File: src/rtl/dfs_pkg.sv
`default_nettype none
// ----------------------------------------------------------------------------
// dfs_pkg
// Shared types and constants of the delimited field splitter: the command
// passed from the classifier to the emitter, and the result record.
// ----------------------------------------------------------------------------
package dfs_pkg;

  // result kinds
  localparam logic [1:0] KIND_BYTE      = 2'd0;
  localparam logic [1:0] KIND_FIELD_END = 2'd1;
  localparam logic [1:0] KIND_LINE      = 2'd2;

  // width of a held-whitespace count, enough for a store of up to 63 entries (default 32)
  localparam int unsigned CNT_W = 6;

  // work for one accepted byte, in emission order:
  // held whitespace, kept byte or field end, then line report
  typedef struct packed {
    logic [15:0]      row;
    logic [7:0]       col;
    logic             has_fe;
    logic             trunc;
    logic             has_byte;
    logic [7:0]       data;
    logic [CNT_W-1:0] flush_cnt;
    logic             has_line;
    logic [7:0]       line_col;
    logic             bracket_err;
    logic             quote_err;
    logic             count_err;
  } cmd_t;

  // one result item
  typedef struct packed {
    logic [1:0]  kind;
    logic [7:0]  data;
    logic [15:0] row;
    logic [7:0]  col;
    logic        trunc;
    logic        bracket_err;
    logic        quote_err;
    logic        count_err;
    logic        last;
  } res_t;

endpackage
`default_nettype wire

File: src/rtl/dfs_ram.sv
`default_nettype none
// ----------------------------------------------------------------------------
// dfs_ram
// Generic single-write, single-read RAM with registered read data.
// ----------------------------------------------------------------------------
module dfs_ram #(
  parameter int unsigned WIDTH = 8,
  parameter int unsigned DEPTH = 32,
  parameter int unsigned AW    = (DEPTH > 1) ? $clog2(DEPTH) : 1
) (
  input  wire logic             clk_i,
  input  wire logic             we_i,
  input  wire logic [AW-1:0]    waddr_i,
  input  wire logic [WIDTH-1:0] wdata_i,
  input  wire logic [AW-1:0]    raddr_i,
  output logic      [WIDTH-1:0] rdata_o
);

  logic [WIDTH-1:0] mem_q [DEPTH];

  // write port and registered read port
  always_ff @(posedge clk_i) begin
    if (we_i) begin
      mem_q[waddr_i] <= wdata_i;
    end
    rdata_o <= mem_q[raddr_i];
  end

endmodule
`default_nettype wire

File: src/rtl/dfs_cmd_fifo.sv
`default_nettype none
// ----------------------------------------------------------------------------
// dfs_cmd_fifo
// Two-entry command queue between the classifier and the emitter.
// ----------------------------------------------------------------------------
module dfs_cmd_fifo
  import dfs_pkg::*;
(
  input  wire logic clk_i,
  input  wire logic rst_ni,
  input  wire logic push_i,
  input  cmd_t      cmd_i,
  input  wire logic pop_i,
  output cmd_t      cmd_o,
  output logic      full_o,
  output logic      empty_o
);

  cmd_t       entry_q [2];
  logic       wr_ptr_q, wr_ptr_d;
  logic       rd_ptr_q, rd_ptr_d;
  logic [1:0] cnt_q, cnt_d;

  assign full_o  = (cnt_q == 2'd2);
  assign empty_o = (cnt_q == 2'd0);
  assign cmd_o   = entry_q[rd_ptr_q];

  // pointer and fill count update
  always_comb begin
    wr_ptr_d = push_i ? ~wr_ptr_q : wr_ptr_q;
    rd_ptr_d = pop_i ? ~rd_ptr_q : rd_ptr_q;
    cnt_d    = cnt_q + {1'b0, push_i} - {1'b0, pop_i};
  end

  always_ff @(posedge clk_i or negedge rst_ni) begin
    if (!rst_ni) begin
      wr_ptr_q <= 1'b0;
      rd_ptr_q <= 1'b0;
      cnt_q    <= 2'd0;
    end else begin
      wr_ptr_q <= wr_ptr_d;
      rd_ptr_q <= rd_ptr_d;
      cnt_q    <= cnt_d;
    end
  end

  // entry storage
  always_ff @(posedge clk_i) begin
    if (push_i) begin
      entry_q[wr_ptr_q] <= cmd_i;
    end
  end

`ifndef SYNTHESIS
  a_no_push_full: assert property (@(posedge clk_i) disable iff (!rst_ni)
    full_o |-> !push_i)
    else $error("command pushed into full queue");
  a_no_pop_empty: assert property (@(posedge clk_i) disable iff (!rst_ni)
    empty_o |-> !pop_i)
    else $error("command popped from empty queue");
`endif

endmodule
`default_nettype wire

File: src/rtl/dfs_front.sv
`default_nettype none
// ----------------------------------------------------------------------------
// dfs_front
// Classifier: holds the configuration and per-line state, takes one byte a
// transfer, stores held whitespace and queues the emission command.
// ----------------------------------------------------------------------------
module dfs_front
  import dfs_pkg::*;
#(
  parameter int unsigned LINE_MAX      = 1024,
  parameter int unsigned PENDING_DEPTH = 32,
  parameter int unsigned AW            = (PENDING_DEPTH > 1) ? $clog2(PENDING_DEPTH) : 1
) (
  input  wire logic          clk_i,
  input  wire logic          rst_ni,
  // configuration writes
  input  wire logic          cfg_valid_i,
  input  wire logic [2:0]    cfg_index_i,
  input  wire logic [7:0]    cfg_data_i,
  // byte stream
  input  wire logic          in_valid_i,
  output logic               in_ready_o,
  input  wire logic [7:0]    in_byte_i,
  input  wire logic          in_eos_i,
  // command queue
  output logic               push_o,
  output cmd_t               cmd_o,
  input  wire logic          fifo_full_i,
  input  wire logic          flush_done_i,
  // whitespace store write port
  output logic               ram_we_o,
  output logic [AW-1:0]      ram_waddr_o,
  output logic [7:0]         ram_wdata_o
);

  localparam int unsigned LLW = $clog2(LINE_MAX + 1);

  localparam logic [2:0] REG_DELIM_MODE = 3'd0;
  localparam logic [2:0] REG_END_MODE   = 3'd1;
  localparam logic [2:0] REG_CHK_BRACE  = 3'd2;
  localparam logic [2:0] REG_CHK_QUOTE  = 3'd3;
  localparam logic [2:0] REG_SKIP_SPACE = 3'd4;
  localparam logic [2:0] REG_CHK_COUNT  = 3'd5;
  localparam logic [2:0] REG_EXP_FIELDS = 3'd6;

  localparam logic [2:0] DM_COMMA_NL    = 3'd0;
  localparam logic [2:0] DM_COMMA_WS    = 3'd1;
  localparam logic [2:0] DM_COMMA_SLASH = 3'd2;
  localparam logic [2:0] DM_POUND       = 3'd3;
  localparam logic [2:0] DM_COMMA_SEMI  = 3'd4;

  localparam logic [1:0] EM_NL    = 2'd0;
  localparam logic [1:0] EM_WS    = 2'd1;
  localparam logic [1:0] EM_SLASH = 2'd2;
  localparam logic [1:0] EM_SEMI  = 2'd3;

  localparam logic [7:0] CH_NUL    = 8'h00;
  localparam logic [7:0] CH_TAB    = 8'h09;
  localparam logic [7:0] CH_LF     = 8'h0A;
  localparam logic [7:0] CH_CR     = 8'h0D;
  localparam logic [7:0] CH_SPACE  = 8'h20;
  localparam logic [7:0] CH_QUOTE  = 8'h22;
  localparam logic [7:0] CH_POUND  = 8'h23;
  localparam logic [7:0] CH_COMMA  = 8'h2C;
  localparam logic [7:0] CH_SLASH  = 8'h2F;
  localparam logic [7:0] CH_SEMI   = 8'h3B;
  localparam logic [7:0] CH_LBRACE = 8'h7B;
  localparam logic [7:0] CH_RBRACE = 8'h7D;

  function automatic logic is_ws(input logic [7:0] c);
    return (c == CH_SPACE) || (c >= CH_TAB && c <= CH_CR);
  endfunction

  function automatic logic is_nl(input logic [7:0] c);
    return (c == CH_CR) || (c == CH_LF) || (c == CH_NUL);
  endfunction

  function automatic logic is_delim(input logic [2:0] mode, input logic [7:0] c);
    logic r;
    case (mode)
      DM_COMMA_NL:    r = (c == CH_COMMA) || is_nl(c);
      DM_COMMA_WS:    r = (c == CH_COMMA) || is_nl(c) || is_ws(c);
      DM_COMMA_SLASH: r = (c == CH_COMMA) || is_nl(c) || (c == CH_SLASH);
      DM_POUND:       r = (c == CH_POUND);
      DM_COMMA_SEMI:  r = (c == CH_COMMA) || is_nl(c) || (c == CH_SEMI);
      default:        r = 1'b0;
    endcase
    return r;
  endfunction

  function automatic logic is_end(input logic [1:0] mode, input logic [7:0] c);
    logic r;
    case (mode)
      EM_NL:    r = is_nl(c);
      EM_WS:    r = is_nl(c) || is_ws(c);
      EM_SLASH: r = is_nl(c) || (c == CH_SLASH);
      EM_SEMI:  r = is_nl(c) || (c == CH_SEMI);
      default:  r = is_nl(c);
    endcase
    return r;
  endfunction

  // configuration
  logic [2:0] delim_mode_q;
  logic [1:0] end_mode_q;
  logic       chk_brace_q, chk_quote_q, skip_space_q, chk_count_q;
  logic [7:0] exp_fields_q;

  // per-line state
  logic [15:0]      row_q, row_d;
  logic [7:0]       col_q, col_d;
  logic [7:0]       depth_q, depth_d;
  logic             in_quote_q, in_quote_d;
  logic             skipping_q, skipping_d;
  logic             stopped_q, stopped_d;
  logic [LLW-1:0]   len_q, len_d;
  logic             started_q, started_d;
  logic [CNT_W-1:0] pcnt_q, pcnt_d;
  logic             povf_q, povf_d;
  logic             flush_busy_q, flush_busy_d;

  logic             accept;
  logic             proc, is_dl, kept, ws_byte, keep_byte, line_end;
  logic [LLW-1:0]   len_inc;

  assign in_ready_o = !fifo_full_i && !flush_busy_q;
  assign accept     = in_valid_i && in_ready_o;

  // byte classification and next state
  always_comb begin
    proc      = !stopped_q && !(skipping_q && is_ws(in_byte_i));
    depth_d   = depth_q;
    in_quote_d = in_quote_q;
    if (proc && chk_brace_q) begin
      if (in_byte_i == CH_LBRACE) begin
        depth_d = depth_q + 8'd1;
      end else if (in_byte_i == CH_RBRACE) begin
        depth_d = depth_q - 8'd1;
      end
    end
    if (proc && chk_quote_q && in_byte_i == CH_QUOTE) begin
      in_quote_d = !in_quote_q;
    end

    is_dl     = proc && (depth_d == 8'd0) && !in_quote_d && is_delim(delim_mode_q, in_byte_i);
    kept      = proc && !is_dl && (in_byte_i != CH_QUOTE);
    ws_byte   = kept && is_ws(in_byte_i);
    keep_byte = kept && !is_ws(in_byte_i);

    col_d      = (is_dl && col_q != 8'hFF) ? col_q + 8'd1 : col_q;
    stopped_d  = stopped_q || (proc && is_end(end_mode_q, in_byte_i));
    skipping_d = proc ? (is_dl && !is_end(end_mode_q, in_byte_i) && skip_space_q)
                      : skipping_q;
    started_d  = is_dl ? 1'b0 : (keep_byte ? 1'b1 : started_q);
    pcnt_d     = pcnt_q;
    povf_d     = is_dl ? 1'b0 : povf_q;
    ram_we_o   = 1'b0;
    if (is_dl || keep_byte) begin
      pcnt_d = '0;
    end else if (ws_byte && started_q) begin
      if (pcnt_q < CNT_W'(PENDING_DEPTH)) begin
        ram_we_o = accept;
        pcnt_d   = pcnt_q + CNT_W'(1);
      end else begin
        povf_d = 1'b1;
      end
    end

    len_inc  = len_q + LLW'(1);
    line_end = (in_byte_i == CH_LF) || (len_inc >= LLW'(LINE_MAX)) || in_eos_i;

    cmd_o.row         = row_q;
    cmd_o.col         = col_q;
    cmd_o.has_fe      = is_dl;
    cmd_o.trunc       = povf_q;
    cmd_o.has_byte    = keep_byte;
    cmd_o.data        = in_byte_i;
    cmd_o.flush_cnt   = keep_byte ? pcnt_q : '0;
    cmd_o.has_line    = line_end;
    cmd_o.line_col    = col_d;
    cmd_o.bracket_err = (depth_d != 8'd0);
    cmd_o.quote_err   = in_quote_d;
    cmd_o.count_err   = chk_count_q && (col_d != exp_fields_q);

    push_o = accept && (is_dl || keep_byte || line_end);

    // line close advances the row and clears the rest of the per-line state, except the flush flag
    row_d = row_q;
    len_d = len_inc;
    if (line_end) begin
      row_d      = (row_q != 16'hFFFF) ? row_q + 16'd1 : row_q;
      col_d      = '0;
      depth_d    = '0;
      in_quote_d = 1'b0;
      skipping_d = 1'b0;
      stopped_d  = 1'b0;
      started_d  = 1'b0;
      len_d      = '0;
      pcnt_d     = '0;
      povf_d     = 1'b0;
    end

    // no new byte while the emitter reads the store
    flush_busy_d = flush_busy_q;
    if (push_o && cmd_o.flush_cnt != '0) begin
      flush_busy_d = 1'b1;
    end else if (flush_done_i) begin
      flush_busy_d = 1'b0;
    end
  end

  assign ram_waddr_o = pcnt_q[AW-1:0];
  assign ram_wdata_o = in_byte_i;

  // configuration registers
  always_ff @(posedge clk_i or negedge rst_ni) begin
    if (!rst_ni) begin
      delim_mode_q <= DM_COMMA_NL;
      end_mode_q   <= EM_NL;
      chk_brace_q  <= 1'b0;
      chk_quote_q  <= 1'b0;
      skip_space_q <= 1'b0;
      chk_count_q  <= 1'b0;
      exp_fields_q <= '0;
    end else if (cfg_valid_i) begin
      case (cfg_index_i)
        REG_DELIM_MODE: delim_mode_q <= cfg_data_i[2:0];
        REG_END_MODE:   end_mode_q   <= cfg_data_i[1:0];
        REG_CHK_BRACE:  chk_brace_q  <= cfg_data_i[0];
        REG_CHK_QUOTE:  chk_quote_q  <= cfg_data_i[0];
        REG_SKIP_SPACE: skip_space_q <= cfg_data_i[0];
        REG_CHK_COUNT:  chk_count_q  <= cfg_data_i[0];
        REG_EXP_FIELDS: exp_fields_q <= cfg_data_i;
        default: ;
      endcase
    end
  end

  // line state, advanced per transfer; the flush flag is updated every cycle
  always_ff @(posedge clk_i or negedge rst_ni) begin
    if (!rst_ni) begin
      row_q        <= '0;
      col_q        <= '0;
      depth_q      <= '0;
      in_quote_q   <= 1'b0;
      skipping_q   <= 1'b0;
      stopped_q    <= 1'b0;
      len_q        <= '0;
      started_q    <= 1'b0;
      pcnt_q       <= '0;
      povf_q       <= 1'b0;
      flush_busy_q <= 1'b0;
    end else begin
      flush_busy_q <= flush_busy_d;
      if (accept) begin
        row_q      <= row_d;
        col_q      <= col_d;
        depth_q    <= depth_d;
        in_quote_q <= in_quote_d;
        skipping_q <= skipping_d;
        stopped_q  <= stopped_d;
        len_q      <= len_d;
        started_q  <= started_d;
        pcnt_q     <= pcnt_d;
        povf_q     <= povf_d;
      end
    end
  end

`ifndef SYNTHESIS
  a_store_in_range: assert property (@(posedge clk_i) disable iff (!rst_ni)
    ram_we_o |-> (pcnt_q < CNT_W'(PENDING_DEPTH)))
    else $error("whitespace store written past its depth");
  a_len_below_max: assert property (@(posedge clk_i) disable iff (!rst_ni)
    len_q < LLW'(LINE_MAX))
    else $error("line length passed the line limit");
`endif

endmodule
`default_nettype wire

File: src/rtl/dfs_back.sv
`default_nettype none
// ----------------------------------------------------------------------------
// dfs_back
// Emitter: pops commands, replays held whitespace from the store, then the
// kept byte or field end and the line report, through one output register.
// ----------------------------------------------------------------------------
module dfs_back
  import dfs_pkg::*;
#(
  parameter int unsigned PENDING_DEPTH = 32,
  parameter int unsigned AW            = (PENDING_DEPTH > 1) ? $clog2(PENDING_DEPTH) : 1
) (
  input  wire logic          clk_i,
  input  wire logic          rst_ni,
  // command queue
  input  cmd_t               cmd_i,
  input  wire logic          fifo_empty_i,
  output logic               pop_o,
  output logic               flush_done_o,
  // whitespace store read port
  output logic [AW-1:0]      ram_raddr_o,
  input  wire logic [7:0]    ram_rdata_i,
  // result stream
  output logic               out_valid_o,
  input  wire logic          out_ready_i,
  output res_t               out_o
);

  typedef enum logic [2:0] {
    ST_IDLE,
    ST_WS_RD,
    ST_WS_OUT,
    ST_BYTE,
    ST_FE,
    ST_LINE
  } state_e;

  state_e           state_q, state_d;
  cmd_t             cmd_q, cmd_d;
  logic [CNT_W-1:0] idx_q, idx_d;
  logic             out_valid_q, out_valid_d;
  res_t             out_q, out_d;
  logic             slot_free;

  function automatic state_e first_state(input cmd_t c);
    state_e s;
    if (c.has_byte) begin
      s = (c.flush_cnt != '0) ? ST_WS_RD : ST_BYTE;
    end else if (c.has_fe) begin
      s = ST_FE;
    end else begin
      s = ST_LINE;
    end
    return s;
  endfunction

  assign slot_free   = !out_valid_q || out_ready_i;
  assign ram_raddr_o = idx_q[AW-1:0];
  assign out_valid_o = out_valid_q;
  assign out_o       = out_q;

  // sequencing of one command
  always_comb begin
    state_d      = state_q;
    cmd_d        = cmd_q;
    idx_d        = idx_q;
    out_valid_d  = out_valid_q && !out_ready_i;
    out_d        = out_q;
    pop_o        = 1'b0;
    flush_done_o = 1'b0;

    case (state_q)
      ST_IDLE: begin
        if (!fifo_empty_i) begin
          pop_o   = 1'b1;
          cmd_d   = cmd_i;
          idx_d   = '0;
          state_d = first_state(cmd_i);
        end
      end
      ST_WS_RD: begin
        state_d = ST_WS_OUT;
      end
      ST_WS_OUT: begin
        if (slot_free) begin
          out_valid_d = 1'b1;
          out_d       = '{kind: KIND_BYTE, data: ram_rdata_i, row: cmd_q.row,
                          col: cmd_q.col, default: 1'b0};
          idx_d       = idx_q + CNT_W'(1);
          if (idx_d == cmd_q.flush_cnt) begin
            flush_done_o = 1'b1;
            state_d      = ST_BYTE;
          end else begin
            state_d = ST_WS_RD;
          end
        end
      end
      ST_BYTE: begin
        if (slot_free) begin
          out_valid_d = 1'b1;
          out_d       = '{kind: KIND_BYTE, data: cmd_q.data, row: cmd_q.row,
                          col: cmd_q.col, last: !cmd_q.has_line, default: 1'b0};
          state_d     = cmd_q.has_line ? ST_LINE : ST_IDLE;
        end
      end
      ST_FE: begin
        if (slot_free) begin
          out_valid_d = 1'b1;
          out_d       = '{kind: KIND_FIELD_END, data: 8'd0, row: cmd_q.row,
                          col: cmd_q.col, trunc: cmd_q.trunc,
                          last: !cmd_q.has_line, default: 1'b0};
          state_d     = cmd_q.has_line ? ST_LINE : ST_IDLE;
        end
      end
      ST_LINE: begin
        if (slot_free) begin
          out_valid_d = 1'b1;
          out_d       = '{kind: KIND_LINE, data: 8'd0, row: cmd_q.row,
                          col: cmd_q.line_col, trunc: 1'b0,
                          bracket_err: cmd_q.bracket_err,
                          quote_err: cmd_q.quote_err,
                          count_err: cmd_q.count_err, last: 1'b1};
          state_d     = ST_IDLE;
        end
      end
      default: begin
        state_d = ST_IDLE;
      end
    endcase
  end

  // state and output register
  always_ff @(posedge clk_i or negedge rst_ni) begin
    if (!rst_ni) begin
      state_q     <= ST_IDLE;
      cmd_q       <= '0;
      idx_q       <= '0;
      out_valid_q <= 1'b0;
      out_q       <= '0;
    end else begin
      state_q     <= state_d;
      cmd_q       <= cmd_d;
      idx_q       <= idx_d;
      out_valid_q <= out_valid_d;
      out_q       <= out_d;
    end
  end

`ifndef SYNTHESIS
  a_read_in_range: assert property (@(posedge clk_i) disable iff (!rst_ni)
    (state_q == ST_WS_RD) |-> (cmd_q.flush_cnt != '0) && (idx_q < cmd_q.flush_cnt))
    else $error("store read beyond held whitespace");
  a_pop_only_idle: assert property (@(posedge clk_i) disable iff (!rst_ni)
    pop_o |-> (state_q == ST_IDLE))
    else $error("command popped while busy");
`endif

endmodule
`default_nettype wire

File: src/rtl/delimited_field_splitter_core.sv
`default_nettype none
// ----------------------------------------------------------------------------
// delimited_field_splitter_core
// Splits a byte stream into lines and delimited fields, with field end
// markers and per-line error reports.
// ----------------------------------------------------------------------------
//  channel  | signals                              | payload
//  ---------+--------------------------------------+---------------------------
//  s_axis   | tvalid tready tdata[7:0] tlast       | input byte, end of stream
//  m_axis   | tvalid tready tdata[39:0] tuser tlast| result item, kind, last
//  cfg      | cfg_valid_i cfg_ready_o index data   | register write
//
//  A byte is classified in the cycle of its transfer. A byte with no result
//  queues no command; one with results queues a command that the emitter
//  pops and plays out one result at a time, each held whitespace byte with
//  a store read state ahead of its output, as the store read is registered.
//  Input stalls while held whitespace drains and while the two-entry command
//  queue is full. Reset is asynchronous; the whitespace store needs no clearing.
// ----------------------------------------------------------------------------
module delimited_field_splitter_core
  import dfs_pkg::*;
#(
  parameter int unsigned LINE_MAX      = 1024,
  parameter int unsigned PENDING_DEPTH = 32
) (
  input  wire logic        clk_i,
  input  wire logic        rst_ni,
  // configuration
  input  wire logic        cfg_valid_i,
  output logic             cfg_ready_o,
  input  wire logic [2:0]  cfg_index_i,
  input  wire logic [7:0]  cfg_data_i,
  // input stream
  input  wire logic        s_axis_tvalid,
  output logic             s_axis_tready,
  input  wire logic [7:0]  s_axis_tdata,   // [7:0] input_byte
  input  wire logic        s_axis_tlast,   // end_of_stream
  // result stream
  output logic             m_axis_tvalid,
  input  wire logic        m_axis_tready,
  output logic [39:0]      m_axis_tdata,   // [7:0] data_byte, [23:8] row,
                                           // [31:24] column, [32] truncated,
                                           // [33] bracket_error,
                                           // [34] quote_error,
                                           // [35] field_count_error, rest zero
  output logic [1:0]       m_axis_tuser,   // [1:0] kind
  output logic             m_axis_tlast    // last
);

  localparam int unsigned AW = (PENDING_DEPTH > 1) ? $clog2(PENDING_DEPTH) : 1;

  cmd_t          push_cmd, pop_cmd;
  logic          push, pop, fifo_full, fifo_empty, flush_done;
  logic          ram_we;
  logic [AW-1:0] ram_waddr, ram_raddr;
  logic [7:0]    ram_wdata, ram_rdata;
  res_t          res;

  assign cfg_ready_o = 1'b1;

  dfs_front #(
    .LINE_MAX      (LINE_MAX),
    .PENDING_DEPTH (PENDING_DEPTH),
    .AW            (AW)
  ) u_front (
    .clk_i        (clk_i),
    .rst_ni       (rst_ni),
    .cfg_valid_i  (cfg_valid_i),
    .cfg_index_i  (cfg_index_i),
    .cfg_data_i   (cfg_data_i),
    .in_valid_i   (s_axis_tvalid),
    .in_ready_o   (s_axis_tready),
    .in_byte_i    (s_axis_tdata),
    .in_eos_i     (s_axis_tlast),
    .push_o       (push),
    .cmd_o        (push_cmd),
    .fifo_full_i  (fifo_full),
    .flush_done_i (flush_done),
    .ram_we_o     (ram_we),
    .ram_waddr_o  (ram_waddr),
    .ram_wdata_o  (ram_wdata)
  );

  dfs_ram #(
    .WIDTH (8),
    .DEPTH (PENDING_DEPTH),
    .AW    (AW)
  ) u_store (
    .clk_i   (clk_i),
    .we_i    (ram_we),
    .waddr_i (ram_waddr),
    .wdata_i (ram_wdata),
    .raddr_i (ram_raddr),
    .rdata_o (ram_rdata)
  );

  dfs_cmd_fifo u_fifo (
    .clk_i   (clk_i),
    .rst_ni  (rst_ni),
    .push_i  (push),
    .cmd_i   (push_cmd),
    .pop_i   (pop),
    .cmd_o   (pop_cmd),
    .full_o  (fifo_full),
    .empty_o (fifo_empty)
  );

  dfs_back #(
    .PENDING_DEPTH (PENDING_DEPTH),
    .AW            (AW)
  ) u_back (
    .clk_i        (clk_i),
    .rst_ni       (rst_ni),
    .cmd_i        (pop_cmd),
    .fifo_empty_i (fifo_empty),
    .pop_o        (pop),
    .flush_done_o (flush_done),
    .ram_raddr_o  (ram_raddr),
    .ram_rdata_i  (ram_rdata),
    .out_valid_o  (m_axis_tvalid),
    .out_ready_i  (m_axis_tready),
    .out_o        (res)
  );

  // result packing
  assign m_axis_tdata = {4'd0, res.count_err, res.quote_err, res.bracket_err,
                         res.trunc, res.col, res.row, res.data};
  assign m_axis_tuser = res.kind;
  assign m_axis_tlast = res.last;

endmodule
`default_nettype wire

File: config.mk
export PLATFORM = sky130hd
export DESIGN_NAME = delimited_field_splitter_core
export DESIGN_NICKNAME = d
export VERILOG_FILES = /design/src/rtl/dfs_pkg.sv /design/src/rtl/dfs_ram.sv /design/src/rtl/dfs_cmd_fifo.sv /design/src/rtl/dfs_front.sv /design/src/rtl/dfs_back.sv /design/src/rtl/delimited_field_splitter_core.sv
export SDC_FILE = /design/constraint.sdc
export NUM_CORES = 1
export LEC_CHECK = 0
export ABC_AREA = 1
export BUFFER_PORTS_ARGS = -buffer_cell sky130_fd_sc_hd__buf_2
export CAP_MARGIN = 15
export CORE_ASPECT_RATIO = 1.4
export CORE_MARGIN = 10
export CORE_UTILIZATION = 40
export CTS_BUF_LIST = sky130_fd_sc_hd__clkbuf_8
export DETAILED_ROUTE_END_ITERATION = 10
export PLACE_DENSITY = 0.64
export SLEW_MARGIN = 5
export SYNTH_ARGS = -nofsm -noshare
export SYNTH_HDL_FRONTEND = slang
export SYNTH_HIERARCHICAL = 1
export SYNTH_SLANG_ARGS = --single-unit
File: constraint.sdc
create_clock -name clk_i -period 12.3 [get_ports clk_i]
set_input_delay 2.46 -clock clk_i [delete_from_list [all_inputs] [get_ports clk_i]]
set_output_delay 2.46 -clock clk_i [all_outputs]
set_load 0.005 [all_outputs]
==> impl_results.md, run 1 <==
* Status: finished clean
* Die X at around 230 um
* Number of synthesized flops with an enable pin at between 300 and 400
* Clk slew on worst S/H paths at about 0.07 ns
* DR pass1 iterations at 5
* Cell Rows at roughly 110
* Layout Nets at 2467
* Clk buf depth at 3
* Asr flop ratio synth at 0.322
* Routed vias at 16500
* Worst-Skew Late Latency at around 0.67 ns
* Crit path capture type: flop
* Skew final at 0.0432 ns
* Ys flop type: edfxtp_1
* Layout cell share with drive strength beyond 1 at 0.0979
* PwrDens at approximately 220 nW/um^2
* Core Area at between 50000 and 60000 um^2
* DRT iter0 DRCs at approximately 1300
* Leak at 11.0 nW
* Max cap viols at 0
* Crit Path Category: input port to flop
* CTS Buf Count at 76
* WL per Instance at between 15 and 20 um
* Register area share after synthesis at 0.641
* I/O Pins at 71
* CTS Sinks at 546
* Final count of negative-setup-slack endpoints at 0
* Gpl congestion at ~0.89
* Final min period at around 6.5 ns
* Fin crit share at 0.529
* Vias in the first global route at between 15000 and 20000
* Die area at between 70000 and 80000 um^2
* Post_cts resized at 0
* Gr usage total at 0.161
* Commonest non-fill, non-tap cell in the layout: nand2_1
* First-pass GRT wire length at slightly below 90000 um
* DR vias/cell at between 5 and 6
* Cells after DPL at just over 3000
* Max FO, Critical Path at 37
* Initial antenna violation count at 8
* Total Wirelength at between 50000 and 60000 um
* Number of H-tree levels at 3
* Mean post-synth cell area at about 10 um^2
* Relative slew slack at 0.259
* Non-filler cells, final at 3252
* Setup TNS at 0 ns
* Maximum vdd drop at approximately 0.13 mV
* Seq cells post-synth at 546
* Worst hold path type: flop to flop
* Post-synthesis cell type count at 52
* Area growth, synth to finish at 8.53%
* Synth Instances at 2405
* RSZ-0062 raised after global routing: false
* Final HPWL DP at about 37000 um
* Die H at 310 um
* Root buffer cell: clkbuf_8
* Most frequent cells in the layout: nand2_1, edfxtp_1, nand3_1
* Mapped cell area at roughly 24000 um^2
* Crit path arrival time at 6.80 ns
* Slew @ Worst Pin at roughly 1.1 ns
* Synth warnings at 6
* GRT Residual Overflow at 0
* Post-route DRC at 0
* Initial core utilization at 0.404
* Pin count of the biggest net entering global routing at 108
* IO Port Bufs at 65
* Worst path required time at approximately 13 ns
* Final Util at 0.438
* Final-report hold violation count at 0
* CTS tree: done
* Worst setup SP type: input port
* Fmax at between 150 and 200 MHz
* Slew Viols, Final at 0
* Final ANT Viol Nets at 0
* Postcts setup bufs at 0
* Hold-fix buffers, CTS at 0
## layout make-up
class | count | area (um^2)
inverters | 189 | 721
clock buffers | 81 | 1110
clock inverters | 56 | 448
well taps | 756 | 946
repair buffers | 77 | 422
fillers | 5634 | 33500
multi-input cells | 1543 | 7030
diodes | 4 | 10.0
flip-flops and latches | 546 | 15400
## per-layer routing
layer,share of wire,global-route usage
met5,0.00090,0
met4,0.035,0.0759
met3,0.047,0.0272
met2,0.53,0.295
met1,0.39,0.177
## cell usage after synthesis, types with 2 or more instances
cell type    n  area [um^2]
a21oi_1     24          120
edfxtp_1   362        10900
buf_4       43          323
nand2_2      8         50.1
dfxtp_1      8          160
a31oi_1     20          125
o21ai_0     74          370
nor2_1     128          480
nor3_2       2         20.0
xnor2_1      9         78.8
nor2_4       6         67.6
nand2_4      7         78.8
inv_4        2         12.5
buf_2       30          150
buf_6       30          338
clkbuf_1    24         90.1
inv_1      177          664
nand3_1    272         1360
nor2_2       7         43.8
nor3_1      11         55.1
nor3b_1      4         30.0
inv_2        8         30.0
nand2_1    832         3120
ha_1         9          113
nand3_2      2         20.0
o21ai_1     35          175
buf_1        2         7.51
conb_1       2         7.51
o22ai_1     11         68.8
nand3b_1     3         22.5
o21ai_2      8         70.1
xor2_1      27          236
dfrtp_1    176         4400
nand4_1     23          144
nor4b_1      2         17.5
## worst max-delay path, cell delays in order
cell,delay [ns]
buf_2,0.64
nand2_1,0.23
nor2_4,0.21
nand2_1,0.25
inv_1,0.21
nand2_1,0.07
nand3_1,0.11
nor2_1,0.06
nand2_1,0.05
nand2_1,0.06
nor2_1,0.09
nand2_1,0.10
nor2_4,0.33
nand2_4,0.15
clkinv_1,0.12
nor2_2,0.06
nand2_4,0.10
nand2_2,0.08
inv_2,0.14
inv_1,0.09
nor2_4,0.65
buf_4,0.49
## cell families after synthesis
family / synth area share
other cells: 0.000312
buf+inv: 0.0682
flops: 0.641
simple gates: 0.232
fa+ha+maj: 0.00468
xor+xnor: 0.0131
compound gates: 0.0404
## flip-flops by register name, summed over array words and instances, names as in the netlist, 2 cells and up
name,flops
u_front/pcnt_q,6
u_back/idx_q,6
u_front/row_q,16
u_back/state_q,3
u_front/exp_fields_q,8
u_fifo/cnt_q,2
u_back/out_o,39
u_store/mem_q,256
u_back/cmd_q,51
u_front/col_q,8
u_front/end_mode_q,2
u_front/len_q,11
u_fifo/entry_q,106
u_store/rdata_o,8
u_front/depth_q,8
u_front/delim_mode_q,3
## final timing paths
check,end,start,slack [ns],cells past startpoint
max in group asynchronous,u_front/depth_q[2],rst_ni,9.28,2
min in group asynchronous,u_back/cmd_q[33],rst_ni,1.73,1
max,u_fifo/entry_q[0][28],s_axis_tdata[4],5.79,22
max reg2reg,u_fifo/entry_q[0][28],u_front/depth_q[0],7.92,22
min reg2reg,u_back/out_o[13],u_back/cmd_q[37],0.47,2
min,u_back/out_o[13],u_back/cmd_q[37],0.47,2
## metrics by stage
stage	total power [W]	hold WS (ns)	setup slack, ns	area [um^2]
3_5_place_dp	0.00440	0.458	5.06	24600
4_1_cts	0.00585	0.475	5.74	26100
5_1_grt	0.00618	0.497	5.29	26100
3_3_place_gp	0.00437	0.455	5.15	24600
2_1_floorplan	0.00390	0.442	5.40	24100
6_report	0.00580	0.472	5.79	26100
## report_power, final
| group | internal [W] | switching (W) |
|---|---|---|
| clock network | 0.000747 | 0.000683 |
| registers | 0.00227 | 0.000286 |
| logic | 0.000550 | 0.00126 |
| total | 0.00357 | 0.00223 |
No activity file was read; power rests on OpenSTA's default activity.
==> run 2, diff against run 1 <==
Settings changed: ABC_AREA 1 to 0.
Clock period 12.3 ns to 6.41 ns, I/O delays scaled along.
==> run 2 against run 1 <==
Flip-flop and latch count stayed put. Worst setup slack worse by 4.2 ns. Cell area is 0.93% lower. Via count is 23% lower. Cell count is 27% lower. Combinational power is 91% lower.
==> impl_results.md, run 2 <==
* Status: finished clean
* Final HPWL DP at 31900 um
* Crit path arrival time at 5.11 ns
* DR vias/cell at 5.37
* Layout Nets at 1601
* Multi-input gate area at slightly above 7000 um^2
* Final-report hold violation count at 0
* PwrDens at between 200 and 300 nW/um^2
* Commonest non-fill, non-tap cell in the layout: edfxtp_1
* I/O Pins at 71
* Asr flop ratio synth at 0.322
* Fin crit share at 0.752
* Pwr Total at 0.00666 W
* Worst Hold Margin at between 0.4 and 0.5 ns
* Initial antenna violation count at 1
* Design Area, Final at roughly 26000 um^2
* Total Wirelength at 49400 um
* Ys flop type: edfxtp_1
* Register area at between 15000 and 20000 um^2
* DP Area at around 24000 um^2
* Synth Area in Compound Gates at 0.0457
* Max cap viols at 0
* Mux share of post-synthesis cell area at 0.158
* First-pass GRT wire length at 76700 um
* Final min period at approximately 4.8 ns
* Seq cells post-synth at 546
* Mean post-synth cell area at between 15 and 20 um^2
* Root buffer cell: clkbuf_8
* Top cells by count, synth: edfxtp_1, dfrtp_1, nand2_1
* CTS Sinks at around 550
* Synth Area in Simple Gates at 0.0757
* Max reg flops at around 260
* Worst-Skew Late Latency at 0.67 ns
* Worst hold path type: input port to async pin
* Post_cts resized at 0
* Slowest CP cell: or3b_2
* Setup TNS at 0 ns
* Post-route DRC at 0
* DRT iter0 DRCs at between 900 and 1000
* GRT Residual Overflow at 0
* Xor and xnor area share after synthesis at 0.0216
* Post-synthesis cell type count at ~80
* WL per Instance at 20.8 um
* Relative slew slack at 0.323
* Fmax at 208 MHz
* Top Registers: u_store/mem_q: 256 flops, u_fifo/entry_q: 106 flops, u_back/cmd_q: 51 flops
* Top delay family on crit path: simple AND/OR/NAND/NOR gates
* Most common cell in the netlist: edfxtp_1
* Leak at 9.78 nW
* Slew @ Worst Pin at 1.02 ns
* Core Area at just under 60000 um^2
* Mapped cell area at 23400 um^2
* Gpl congestion at between 0.8 and 0.9
* Die X at roughly 220 um
* Worst path required time at approximately 6.7 ns
* Slew Viols, Final at 0
* Max FO, Critical Path at 17
* CTS tree: done
* Biggest register: u_store/mem_q
* Routed vias at approximately 13000
* Number of synthesized flops with an enable pin at 362
* Register area share after synthesis at 0.659
* Worst-path cell chain: buf_2, nand4b_1, nor3_1, o211a_1, a211oi_1, o22a_1, and3_4, nor4_1, or3b_2, nor2_1
* Synth warnings at 6
* Cell Rows at 104
* Final ANT Viol Nets at 0
* CP max stage delay at roughly 0.67 ns
* Clk buf depth at 3
* Combinational family with the most area after synthesis: multiplexers
* Post-Synth Adder-Cell Area at 0.00524
* IO Port Bufs at 65
* Initial core utilization at 0.405
* RSZ-0062 raised after global routing: false
* Top-area cell type share of the netlist area at 0.464
* Postcts setup bufs at 0
* Top post-synthesis cells by area: edfxtp_1, dfrtp_1, mux4_2
* Gr usage total at 0.144
* Skew final at slightly above 0.03 ns
* Worst setup SP type: input port
* Final count of negative-setup-slack endpoints at 0
* Maximum vdd drop at about 0.15 mV
* Final Util at 0.448
* DR pass1 iterations at 5
* Number of H-tree levels at 3
* Area growth, synth to finish at 10.6%
* Layout cell share with drive strength beyond 1 at 0.277
* Die area at between 60000 and 70000 um^2
* Crit Path Category: input port to flop
* Post-synth top area cell: edfxtp_1
* CP bufs+invs at 1
* Vias in the first global route at 13000
* Most frequent cells in the layout: edfxtp_1, dfrtp_1, nand2_1
* Clk slew on worst S/H paths at 0.06 ns
* Die H at ~300 um
* Crit path capture type: flop
* Pin count of the biggest net entering global routing at between 150 and 200
* Hold-fix buffers, CTS at 0
* Fill count at 5056
* CTS Buf Count at a little over 80
* Synth Instances at about 1500
## run 2: logic make-up (layout without fill, tap and decap cells)
kind of cell               after synthesis  count (layout)
other                                    2               6
adders and majority gates               10              10
buffers and inverters                  127             282
and+or+nand+nor                        336             336
DFF                                    546             546
xor gates and xnor gates                56              56
muxes                                  233             233
AOI/OAI and AO/OA                      165             165
## run 2: cell type report
| type | instances | share of cell area |
|---|---|---|
| Antenna cell | 1 | 0.0000966 |
| Clock buffer | 88 | 0.0468 |
| Clock inverter | 63 | 0.0131 |
| Inverter | 22 | 0.00319 |
| Multi-Input combinational cell | 805 | 0.278 |
| Sequential cell | 546 | 0.596 |
| Tap cell | 742 | 0.0359 |
| Timing Repair Buffer | 109 | 0.0265 |
## run 2: where the power goes
part	total, W	internal [W]	leakage (nW)	switching (W)
clock	0.00268	0.00136	0.892	0.00132
combinational	0.000167	0.0000574	3.12	0.000109
sequential	0.00381	0.00378	5.77	0.0000282
total	0.00666	0.00520	9.78	0.00146
## run 2: through the flow
step                      worst slack (ns)  cells
after floorplan                      0.139   1478
after global placement                1.18   2224
after detailed placement             0.993   2224
after CTS                             1.73   2375
after global routing                  1.43   2376
final                                 1.59   2376
## run 2: final timing paths
path	end	slack, ns	depth (start not counted)	start
worst max-delay path	u_store/mem_q[8][3]	1.59	10	s_axis_tdata[2]
min in group clk_i	u_back/out_o[32]	0.47	2	u_back/out_o[32]
max in group asynchronous	u_fifo/rd_ptr_q	4.74	2	rst_ni
worst min-delay path	u_back/out_o[14]	0.46	1	rst_ni
worst min register to register	u_back/out_o[32]	0.47	2	u_back/out_o[32]
worst max register to register	u_store/mem_q[8][3]	2.07	9	u_front/depth_q[0]
## run 2: worst register-to-register path, cell delays in order (launching register included)
cell	delay, ns
dfrtp_1	0.47
or4_1	0.55
nor3_1	0.30
o211a_1	0.20
a211oi_1	0.05
o22a_1	0.29
and3_4	0.27
nor4_1	0.60
or3b_2	0.67
nor2_1	0.57
## run 2: routing by layer
layer	GRT usage	wire length (um)	vias up
met5	0	0	-
met4	0.0653	1590	0
met3	0.0297	2900	95
met2	0.237	24200	406
met1	0.180	20700	6466
li1	-	-	5781
